$ cat src/hdl/lutf8_pkg.sv
// shared types and constants for the lenient utf-8 decoder
`default_nettype none

package lutf8_pkg;

   localparam int unsigned CpWidth    = 21;
   localparam int unsigned MaxResults = 4;

   localparam logic [CpWidth-1:0] ReplCp = 21'h00FFFD;

   localparam logic [7:0] Lead4Min = 8'hF0;
   localparam logic [7:0] Lead3Min = 8'hE0;
   localparam logic [7:0] Lead2Min = 8'hC0;

   localparam logic [1:0] ContTag = 2'b10;

   // sequence lengths
   localparam logic [2:0] Len1 = 3'd1;
   localparam logic [2:0] Len2 = 3'd2;
   localparam logic [2:0] Len3 = 3'd3;
   localparam logic [2:0] Len4 = 3'd4;

   // one decoded result
   typedef struct packed {
      logic [CpWidth-1:0] code_point;
      logic               is_replacement;
      logic               run_last;
      logic               string_done;
   } rsp_item_type;

   // pending sequence state
   typedef struct packed {
      logic [7:0] lead;
      logic [7:0] held1;
      logic [7:0] held2;
      logic [1:0] held_count;
      logic [2:0] expected_length;
   } seq_state_type;

   function automatic rsp_item_type make_item(logic [CpWidth-1:0] cp, logic rep);
      rsp_item_type item;
      item.code_point     = cp;
      item.is_replacement = rep;
      item.run_last       = 1'b0;
      item.string_done    = 1'b0;
      return item;
   endfunction

endpackage

`default_nettype wire

$ cat src/hdl/lutf8_decode.sv
// single-pass decode of one byte against the pending sequence state
`default_nettype none

module lutf8_decode (
   input  wire logic [7:0]                 data_byte,
   input  wire logic                       string_end,
   input  wire lutf8_pkg::seq_state_type   state_cur,
   output lutf8_pkg::seq_state_type        state_next,
   output lutf8_pkg::rsp_item_type         items [lutf8_pkg::MaxResults],
   output logic [2:0]                      item_count
);

   logic                            cont;
   logic [2:0]                      fresh_len;
   logic                            fresh;
   logic [2:0]                      n;
   logic [lutf8_pkg::CpWidth-1:0]   assembled;
   logic [lutf8_pkg::CpWidth-1:0]   byte_cp;

   assign cont    = (data_byte[7:6] == lutf8_pkg::ContTag);
   assign byte_cp = {13'd0, data_byte};

   always_comb begin
      if (data_byte >= lutf8_pkg::Lead4Min) begin
         fresh_len = lutf8_pkg::Len4;
      end else if (data_byte >= lutf8_pkg::Lead3Min) begin
         fresh_len = lutf8_pkg::Len3;
      end else if (data_byte >= lutf8_pkg::Lead2Min) begin
         fresh_len = lutf8_pkg::Len2;
      end else begin
         fresh_len = lutf8_pkg::Len1;
      end
   end

   // completion always happens with held_count one below the length
   always_comb begin
      case (state_cur.expected_length)
         lutf8_pkg::Len4: begin
            assembled = {state_cur.lead[2:0], state_cur.held1[5:0],
                         state_cur.held2[5:0], data_byte[5:0]};
         end
         lutf8_pkg::Len3: begin
            assembled = {5'd0, state_cur.lead[3:0], state_cur.held1[5:0],
                         data_byte[5:0]};
         end
         default: begin
            assembled = {10'd0, state_cur.lead[4:0], data_byte[5:0]};
         end
      endcase
   end

   always_comb begin
      for (int i = 0; i < lutf8_pkg::MaxResults; i++) begin
         items[i] = '0;
      end
      n          = 3'd0;
      fresh      = 1'b0;
      state_next = state_cur;

      if (state_cur.held_count == 2'd0) begin
         fresh = 1'b1;
      end else if (!cont) begin
         // bad continuation: replacement, replay held continuations, restart on this byte
         items[n[1:0]] = lutf8_pkg::make_item(lutf8_pkg::ReplCp, 1'b1);
         n = n + 3'd1;
         if (state_cur.held_count >= 2'd2) begin
            items[n[1:0]] = lutf8_pkg::make_item({13'd0, state_cur.held1}, 1'b0);
            n = n + 3'd1;
         end
         if (state_cur.held_count == 2'd3) begin
            items[n[1:0]] = lutf8_pkg::make_item({13'd0, state_cur.held2}, 1'b0);
            n = n + 3'd1;
         end
         state_next.held_count      = 2'd0;
         state_next.expected_length = lutf8_pkg::Len1;
         fresh = 1'b1;
      end else if ({1'b0, state_cur.held_count} + 3'd1 >= state_cur.expected_length) begin
         items[n[1:0]] = lutf8_pkg::make_item(assembled, 1'b0);
         n = n + 3'd1;
         state_next.held_count      = 2'd0;
         state_next.expected_length = lutf8_pkg::Len1;
      end else if (string_end) begin
         // truncated sequence: replacement, held continuations, then this byte
         items[n[1:0]] = lutf8_pkg::make_item(lutf8_pkg::ReplCp, 1'b1);
         n = n + 3'd1;
         if (state_cur.held_count >= 2'd2) begin
            items[n[1:0]] = lutf8_pkg::make_item({13'd0, state_cur.held1}, 1'b0);
            n = n + 3'd1;
         end
         if (state_cur.held_count == 2'd3) begin
            items[n[1:0]] = lutf8_pkg::make_item({13'd0, state_cur.held2}, 1'b0);
            n = n + 3'd1;
         end
         items[n[1:0]] = lutf8_pkg::make_item(byte_cp, 1'b0);
         n = n + 3'd1;
         state_next.held_count      = 2'd0;
         state_next.expected_length = lutf8_pkg::Len1;
      end else begin
         if (state_cur.held_count[0]) begin
            state_next.held1 = data_byte;
         end else if (state_cur.held_count[1]) begin
            state_next.held2 = data_byte;
         end else begin
            state_next.lead = data_byte;
         end
         state_next.held_count = state_cur.held_count + 2'd1;
      end

      if (fresh) begin
         if (fresh_len == lutf8_pkg::Len1) begin
            items[n[1:0]] = lutf8_pkg::make_item(byte_cp, 1'b0);
            n = n + 3'd1;
         end else if (string_end) begin
            items[n[1:0]] = lutf8_pkg::make_item(lutf8_pkg::ReplCp, 1'b1);
            n = n + 3'd1;
         end else begin
            state_next.lead            = data_byte;
            state_next.held_count      = 2'd1;
            state_next.expected_length = fresh_len;
         end
      end

      if (string_end) begin
         state_next.held_count      = 2'd0;
         state_next.expected_length = lutf8_pkg::Len1;
      end

      if (n != 3'd0) begin
         items[n[1:0] - 2'd1].run_last    = 1'b1;
         items[n[1:0] - 2'd1].string_done = string_end;
      end

      item_count = n;
   end

endmodule

`default_nettype wire

$ cat src/hdl/lenient_utf8_decoder_top.sv
// top level of the lenient utf-8 decoder: input register, decode, result buffer
//
//   channel | dir | tdata            | tuser                             | tlast
//   req_    | in  | [7:0] data_byte  | -                                 | string_end
//   rsp_    | out | [20:0] code_point| [0] is_replacement [1] string_done| run_last
//
// a byte is held in the input register, then decoded and loaded into the
// result buffer, from which its first result is presented
// one byte per cycle while each byte gives zero or one result and rsp_tready is
// high; a byte that gives more results holds the input register while the buffer
// drains one result per cycle
// reset clears the pending sequence, the input register and the result buffer
// a stall on rsp_tready backs up through the buffer into req_tready
`default_nettype none

module lenient_utf8_decoder_top (
   input  wire logic        clock,
   input  wire logic        reset,
   input  wire logic        req_tvalid,
   output logic             req_tready,
   input  wire logic [7:0]  req_tdata,   // [7:0] data_byte
   input  wire logic        req_tlast,   // string_end
   output logic             rsp_tvalid,
   input  wire logic        rsp_tready,
   output logic [23:0]      rsp_tdata,   // [20:0] code_point, [23:21] zero
   output logic [1:0]       rsp_tuser,   // [0] is_replacement, [1] string_done
   output logic             rsp_tlast    // run_last
);

   // input register
   logic        in_valid_ff, in_valid_in;
   logic [7:0]  in_byte_ff, in_byte_in;
   logic        in_end_ff, in_end_in;

   // pending sequence: payload bytes and control
   logic [7:0]  lead_ff, lead_in;
   logic [7:0]  held1_ff, held1_in;
   logic [7:0]  held2_ff, held2_in;
   logic [1:0]  held_count_ff, held_count_in;
   logic [2:0]  exp_len_ff, exp_len_in;

   // result buffer
   lutf8_pkg::rsp_item_type res_ff [lutf8_pkg::MaxResults];
   lutf8_pkg::rsp_item_type res_in [lutf8_pkg::MaxResults];
   logic [1:0]  res_idx_ff, res_idx_in;
   logic [2:0]  res_left_ff, res_left_in;

   lutf8_pkg::seq_state_type state_cur, state_next;
   lutf8_pkg::rsp_item_type  dec_items [lutf8_pkg::MaxResults];
   logic [2:0]               dec_count;

   logic req_xact, rsp_xact, buf_free, load;
   lutf8_pkg::rsp_item_type  head;

   assign req_xact = req_tvalid && req_tready;
   assign rsp_xact = rsp_tvalid && rsp_tready;

   // buffer can take a new burst when it is empty or its last result goes out this cycle
   assign buf_free   = (res_left_ff == 3'd0) || (res_left_ff == 3'd1 && rsp_tready);
   assign load       = in_valid_ff && buf_free;
   assign req_tready = !in_valid_ff || buf_free;

   assign state_cur.lead            = lead_ff;
   assign state_cur.held1           = held1_ff;
   assign state_cur.held2           = held2_ff;
   assign state_cur.held_count      = held_count_ff;
   assign state_cur.expected_length = exp_len_ff;

   lutf8_decode u_decode (
      .data_byte  (in_byte_ff),
      .string_end (in_end_ff),
      .state_cur  (state_cur),
      .state_next (state_next),
      .items      (dec_items),
      .item_count (dec_count)
   );

   always_comb begin
      in_valid_in = in_valid_ff;
      in_byte_in  = in_byte_ff;
      in_end_in   = in_end_ff;
      if (req_xact) begin
         in_valid_in = 1'b1;
         in_byte_in  = req_tdata;
         in_end_in   = req_tlast;
      end else if (load) begin
         in_valid_in = 1'b0;
      end
   end

   always_comb begin
      lead_in       = lead_ff;
      held1_in      = held1_ff;
      held2_in      = held2_ff;
      held_count_in = held_count_ff;
      exp_len_in    = exp_len_ff;
      if (load) begin
         lead_in       = state_next.lead;
         held1_in      = state_next.held1;
         held2_in      = state_next.held2;
         held_count_in = state_next.held_count;
         exp_len_in    = state_next.expected_length;
      end
   end

   always_comb begin
      res_in      = res_ff;
      res_idx_in  = res_idx_ff;
      res_left_in = res_left_ff;
      if (load) begin
         res_in      = dec_items;
         res_idx_in  = 2'd0;
         res_left_in = dec_count;
      end else if (rsp_xact) begin
         res_idx_in  = res_idx_ff + 2'd1;
         res_left_in = res_left_ff - 3'd1;
      end
   end

   always_ff @(posedge clock) begin
      if (reset) begin
         in_valid_ff   <= 1'b0;
         held_count_ff <= 2'd0;
         exp_len_ff    <= lutf8_pkg::Len1;
         res_idx_ff    <= 2'd0;
         res_left_ff   <= 3'd0;
      end else begin
         in_valid_ff   <= in_valid_in;
         held_count_ff <= held_count_in;
         exp_len_ff    <= exp_len_in;
         res_idx_ff    <= res_idx_in;
         res_left_ff   <= res_left_in;
      end
   end

   // payload, no reset
   always_ff @(posedge clock) begin
      in_byte_ff <= in_byte_in;
      in_end_ff  <= in_end_in;
      lead_ff    <= lead_in;
      held1_ff   <= held1_in;
      held2_ff   <= held2_in;
      res_ff     <= res_in;
   end

   assign head       = res_ff[res_idx_ff];
   assign rsp_tvalid = (res_left_ff != 3'd0);
   assign rsp_tdata  = {3'd0, head.code_point};
   assign rsp_tuser  = {head.string_done, head.is_replacement};
   assign rsp_tlast  = head.run_last;

   // buffer never holds more than one byte's worth of results
   assert property (@(posedge clock) disable iff (reset)
      res_left_ff <= 3'd4)
      else $error("result buffer count out of range");

   // a pending sequence is always shorter than its expected length
   assert property (@(posedge clock) disable iff (reset)
      (held_count_ff != 2'd0) |->
         (exp_len_ff >= lutf8_pkg::Len2 && {1'b0, held_count_ff} < exp_len_ff))
      else $error("pending sequence state inconsistent");

   // idle sequence state carries length one
   assert property (@(posedge clock) disable iff (reset)
      (held_count_ff == 2'd0) |-> (exp_len_ff == lutf8_pkg::Len1))
      else $error("idle state with stale length");

   // a decoded burst with results shows up on the next cycle
   assert property (@(posedge clock) disable iff (reset)
      (load && dec_count != 3'd0) |=> rsp_tvalid)
      else $error("decoded results not presented");

   // string end always leaves no pending sequence behind
   assert property (@(posedge clock) disable iff (reset)
      (load && in_end_ff) |=> (held_count_ff == 2'd0))
      else $error("sequence pending after string end");

endmodule

`default_nettype wire

$ cat config.mk
export PLATFORM = sky130hd
export DESIGN_NAME = lenient_utf8_decoder_top
export DESIGN_NICKNAME = d
export VERILOG_FILES = /design/src/hdl/lutf8_pkg.sv /design/src/hdl/lutf8_decode.sv /design/src/hdl/lenient_utf8_decoder_top.sv
export SDC_FILE = /design/constraint.sdc
export NUM_CORES = 1
export LEC_CHECK = 0
export BUFFER_PORTS_ARGS = -buffer_cell sky130_fd_sc_hd__buf_2
export CAP_MARGIN = 0
export CORE_MARGIN = 1
export CORE_UTILIZATION = 35
export CTS_CLUSTER_DIAMETER = 30
export CTS_CLUSTER_SIZE = 12
export DETAILED_ROUTE_END_ITERATION = 10
export PLACE_DENSITY = 0.54
export SYNTH_ARGS = -nofsm -noshare
export SYNTH_HDL_FRONTEND = slang
export SYNTH_SLANG_ARGS = --single-unit
$ cat constraint.sdc
create_clock -name clock -period 4.6 [get_ports clock]
set_clock_uncertainty 0.15 [all_clocks]
set_input_delay 1.15 -clock clock [delete_from_list [all_inputs] [get_ports clock]]
set_output_delay 1.15 -clock clock [all_outputs]
set_load 0.01 [all_outputs]
# Yosys cells after proc, flatten, opt, wreduce, memory -nomap -nowiden
# Cells that the tools add are included.
# totals
inputBits	13
register_bits	140
output_inout_bits	29
# classes
n_lt_le_gt_ge	16
n_mux	92
reduce_logical	21
eq_ne	6
bitwise	13
n_addsub	9
# op_table
cell	n
2-to-1 mux 96 bit	13
bitwise mux 96 bit	6
2-to-1 mux 24 bit	16
demux 24 bit (select 2 bit)	6
2-to-1 mux 3 bit	24
2-to-1 mux 72 bit	1
2-to-1 mux 8 bit	8
bitwise OR 64 bit	1
binary-select mux 24 bit (select 2 bit)	1
one-hot mux 21 bit (2 select lines)	1
AND 32 bit	1
inverter 32 bit	1
2-to-1 mux 29 bit	1
2-to-1 mux 5 bit	5
>= comparator 8 bit (second input constant)	3
>= comparator 3 bit (second input constant)	6
inverter 2 -> 3 bit	6
less-than comparator 3 x 1 -> 1 bit (second input constant)	5
adder 3 x 1 -> 3 bit (second input constant)	4
2-to-1 mux 11 bit	1
logical AND 1 bit	9
2-to-1 mux 2 bit	4
AND reduction 7 bit	1
equality test 3 x 1 -> 1 bit (second input constant)	2
19 further kinds	31

# Depth between registers and ports, before layout
# logic_depth
word_depth	30
mapped_depth	15

# Cells and area by module
# From an unflattened synthesis, not the netlist that was laid out.
# hier_totals
hier_cells	566
hier_area_um2	7334.5
# by_module_without_submodules
module	area_each_um2	cells_per_inst	instances
lenient_utf8_decoder_top	5044.8	231	1
lutf8_decode	2289.7	335	1

# Worst setup path after synthesis
# Ideal clock, no wire load.
# synth_path
path_kind	register -> register
from	register held_count_ff[1]
to	register res_ff[86] (netlist bit), data pin
t_required_ps	4191
setup_time_ps	259
path_buffers	3
t_arrival_ps	2935
synth_period_minus_slack_ps	3344
path_stages_with_launch	16
slack_ps	1256
cell_sequence	dfxtp_1 buf_6 inv_1 ha_1 ha_1 inv_1 o211a_1 nor2_2 o21ai_0 ha_1 clkbuf_1 a21oi_1 o32a_1 o41ai_4 buf_6 o21bai_1
# synth_lines
element	line_no	text
start, declared	lenient_utf8_decoder_top.sv:39	logic [1:0] held_count_ff, held_count_in;
start signal, assigned	lenient_utf8_decoder_top.sv:129	held_count_ff <= held_count_in;
end signal, assigned	lenient_utf8_decoder_top.sv:143	res_ff <= res_in;
end, declared	lenient_utf8_decoder_top.sv:43	lutf8_pkg::rsp_item_type res_ff [lutf8_pkg::MaxResults];

==> flow_metrics.tcl <==
set metrics [dict create \
    status "finished, final reports clean" \
    clockBufferDepth 2 \
    critical_path_arrival_ns 3.79 \
    drt_pass1_iterations 5 \
    rsz0062_at_grt "false" \
    p_seq_frac 0.480 \
    synth.avg_cell_area_sq_um 11.2 \
    fin_crit_sh 0.831 \
    synthesis.area_sq_um 5470 \
    reg2regPathDepth 12 \
    worstMarginPinSlew_ns 0.938 \
    synth_seq_cells 98 \
    crit_fanout 14 \
    finalNetCount 537 \
    synth_top_flop_cell "edfxtp_1" \
    fin_crit_ns 3.82 \
    drive_above_1_share 0.181 \
    grt.overflow.total 0 \
    path_clk_slew_ns 0.07 \
    power.total_mw 2.59 \
    tns_ns 0 \
    rrSetupSlack_ns 0.78 \
    power.density_nw_per_um2 429 \
    fill_cells 1504 \
    drt_iter0_drc 277 \
    crit_path_end_kind "flip-flop" \
    post_cts_buffers 0 \
    required_ns 4.57 \
    n_antenna_cell 0 \
    netlist_instances 486 \
    post-route-util 0.398 \
    combPwrFrac 0.247 \
    die_w_um 127 \
    fin_area_sq_um 6040 \
    drc_errors 0 \
    worstHoldStart "res_left_ff[0]" \
    core-area_sq_um 15200 \
    whs_ns 0.350 \
    ant_nets 0 \
    dieArea_sq_um 16100 \
    slew_violations 0 \
    portBuffers 38 \
    wl_per_cell_um 19.6 \
    num_rows 45 \
    rr_startpoint "held_count_ff[1]" \
    hold_depth 2 \
    initial_core_util 0.360 \
    synth_top_area_share 0.478 \
    cts-root-buf "clkbuf_16" \
    vias 3990 \
    ys_warn_count 0 \
    ir_drop_v 0.000167 \
    yosysSeqAreaShare 0.518 \
    clock.fmax_mhz 262 \
    rr_endpoint "res_ff[83]" \
    start_kind "flip-flop" \
    cts_tree "done" \
    cts_buffers 9 \
    grt_pass1_vias 3784 \
    placed_area_sq_um 5770 \
    yosysUniqueCellTypes 69 \
    synthArstFlopShare 0 \
    place_hpwl_mm 10.0 \
    hp-class "flip-flop to flip-flop" \
    grt_usage 0.180 \
    ios 42 \
    clk_latency_ns 0.35 \
    p_int_mw 1.78 \
    p_sw_frac 0.315 \
    htree_num_levels 3 \
    hold_viol 0 \
    clock-sinks 98 \
    instances_no_fill 703 \
    routabilityCongestion 0.906 \
    critPathKind "flip-flop to flip-flop" \
    report.final.setup_viol 0 \
    post-place-ws_ns 0.837 \
    avgViaCountPerCell 5.68 \
    drt_wl_total_mm 13.8 \
    dp.cells 687 \
    grt_max_degree 76 \
    antenna_found_initial 0 \
    final_common_cell "edfxtp_1" \
    synth_edf_count 87 \
    yosys-top-cells-area "edfxtp_1 48%, mux4_2 4.1%, dfxtp_1 4.0%" \
    cts_hold_buf 0 \
    hold_end "res_left_ff[0]" \
    relSlewSlack 0.374 \
    switchingPower_mw 0.818 \
    synth_area_leader_cell "edfxtp_1" \
    syn2layout_area_growth_pct 10.6 \
    post_cts_resize_count 0 \
    grt_pass1_wl_mm 21.7 \
    mostFrequentLayoutCells "87 x edfxtp_1, 43 x nand2_1, 38 x buf_2" \
    cap_violations 0 \
    pwr-share-clk 0.273 \
    die_y_um 127 \
    leakagePower_nw 2.22 \
    timing.final.ws_setup_ns 0.778 \
]
-- worst max-delay path by stage --
| stage | start | to | slack, ns | cells after the start |
|---|---|---|---|---|
| after floorplan | held_count_ff[1] | res_ff[86] | 1.26 | 15 |
| after global placement | held_count_ff[1] | res_ff[84] | 0.99 | 12 |
| after detailed placement | held_count_ff[1] | res_ff[85] | 0.84 | 12 |
| after CTS | held_count_ff[1] | res_ff[77] | 0.81 | 11 |
| after global routing | held_count_ff[1] | res_ff[77] | 0.50 | 11 |
| final | held_count_ff[1] | res_ff[83] | 0.78 | 12 |
-- layout make-up --
type,instances,area [sq um],share of cell area
Inverter,16,60.1,0.00994
Sequential cell,98,2830,0.469
Clock buffer,10,229,0.0379
Multi-Input combinational cell,343,2430,0.401
Tap cell,188,235,0.0389
Timing Repair Buffer,42,220,0.0364
Clock inverter,6,41.3,0.00683
-- cells by family after synthesis --
group,share of synthesized area
AOI/OAI and AO/OA,0.200
and+or+nand+nor,0.146
DFF,0.518
buffers and inverters,0.0405
muxes,0.0595
adders and majority gates,0.0320
xor gates and xnor gates,0.00320
other,0.000686
-- critical path, cell delays in order, from the launching register on --
cell and delay [ns]:
dfxtp_1 0.57, inv_1 0.18, ha_1 0.34, ha_1 0.30
inv_1 0.07, o211a_1 0.25, nor2_2 0.30, o21ai_0 0.24
ha_1 0.34, a21oi_1 0.19, o32a_1 0.20, o41ai_4 0.17
a31o_2 0.28
-- registers in the layout, indices dropped and copies added, names as in the netlist --
| register | cells |
|---|---|
| held1_ff | 8 |
| held2_ff | 8 |
| in_byte_ff | 8 |
| res_left_ff | 3 |
| in_end_ff | 1 |
| exp_len_ff | 3 |
| in_valid_ff | 1 |
| res_ff | 57 |
| held_count_ff | 2 |
| res_idx_ff | 2 |
| lead_ff | 5 |
-- per-layer routing --
| metal | vias to the layer above | GRT usage | share of wire |
|---|---|---|---|
| met4 | 0 | 0.0637 | 0.016 |
| met1 | 1955 | 0.262 | 0.48 |
| met5 | - | 0 | 0 |
| met3 | 19 | 0.0385 | 0.056 |
| li1 | 1906 | - | - |
| met2 | 110 | 0.263 | 0.45 |
-- synth_stat cells (3+ instances only) --
master and count:
nand4_1 4, buf_2 9, nor2_1 22, o21ai_2 3, o31ai_1 3, buf_6 3, o21bai_1 5, a21oi_1 29
nand2_1 43, o211ai_1 4, a32oi_1 9, nand3_1 5, edfxtp_1 87, mux4_2 10, and3_1 8, a31o_2 3
dfxtp_1 11, buf_4 3, inv_1 14, o21ai_1 3, ha_1 14, nor3b_2 3, nand2b_1 11, a22oi_1 6
o22ai_1 19, and2_1 16, a211oi_1 3, clkbuf_1 14, o21ai_0 25, nor3_1 18, mux2_2 4, nor2b_1 5
a21o_1 21, a31oi_1 3
-- power groups by stage --
stage	clock network [mW]	registers [mW]	logic, mW
after floorplan	0	1.19	0.494
after global routing	0.764	1.27	0.708
after detailed placement	0	1.27	0.647
after CTS	0.730	1.25	0.652
final	0.707	1.24	0.642
after global placement	0	1.26	0.637
(Power assumes the default switching activity.)
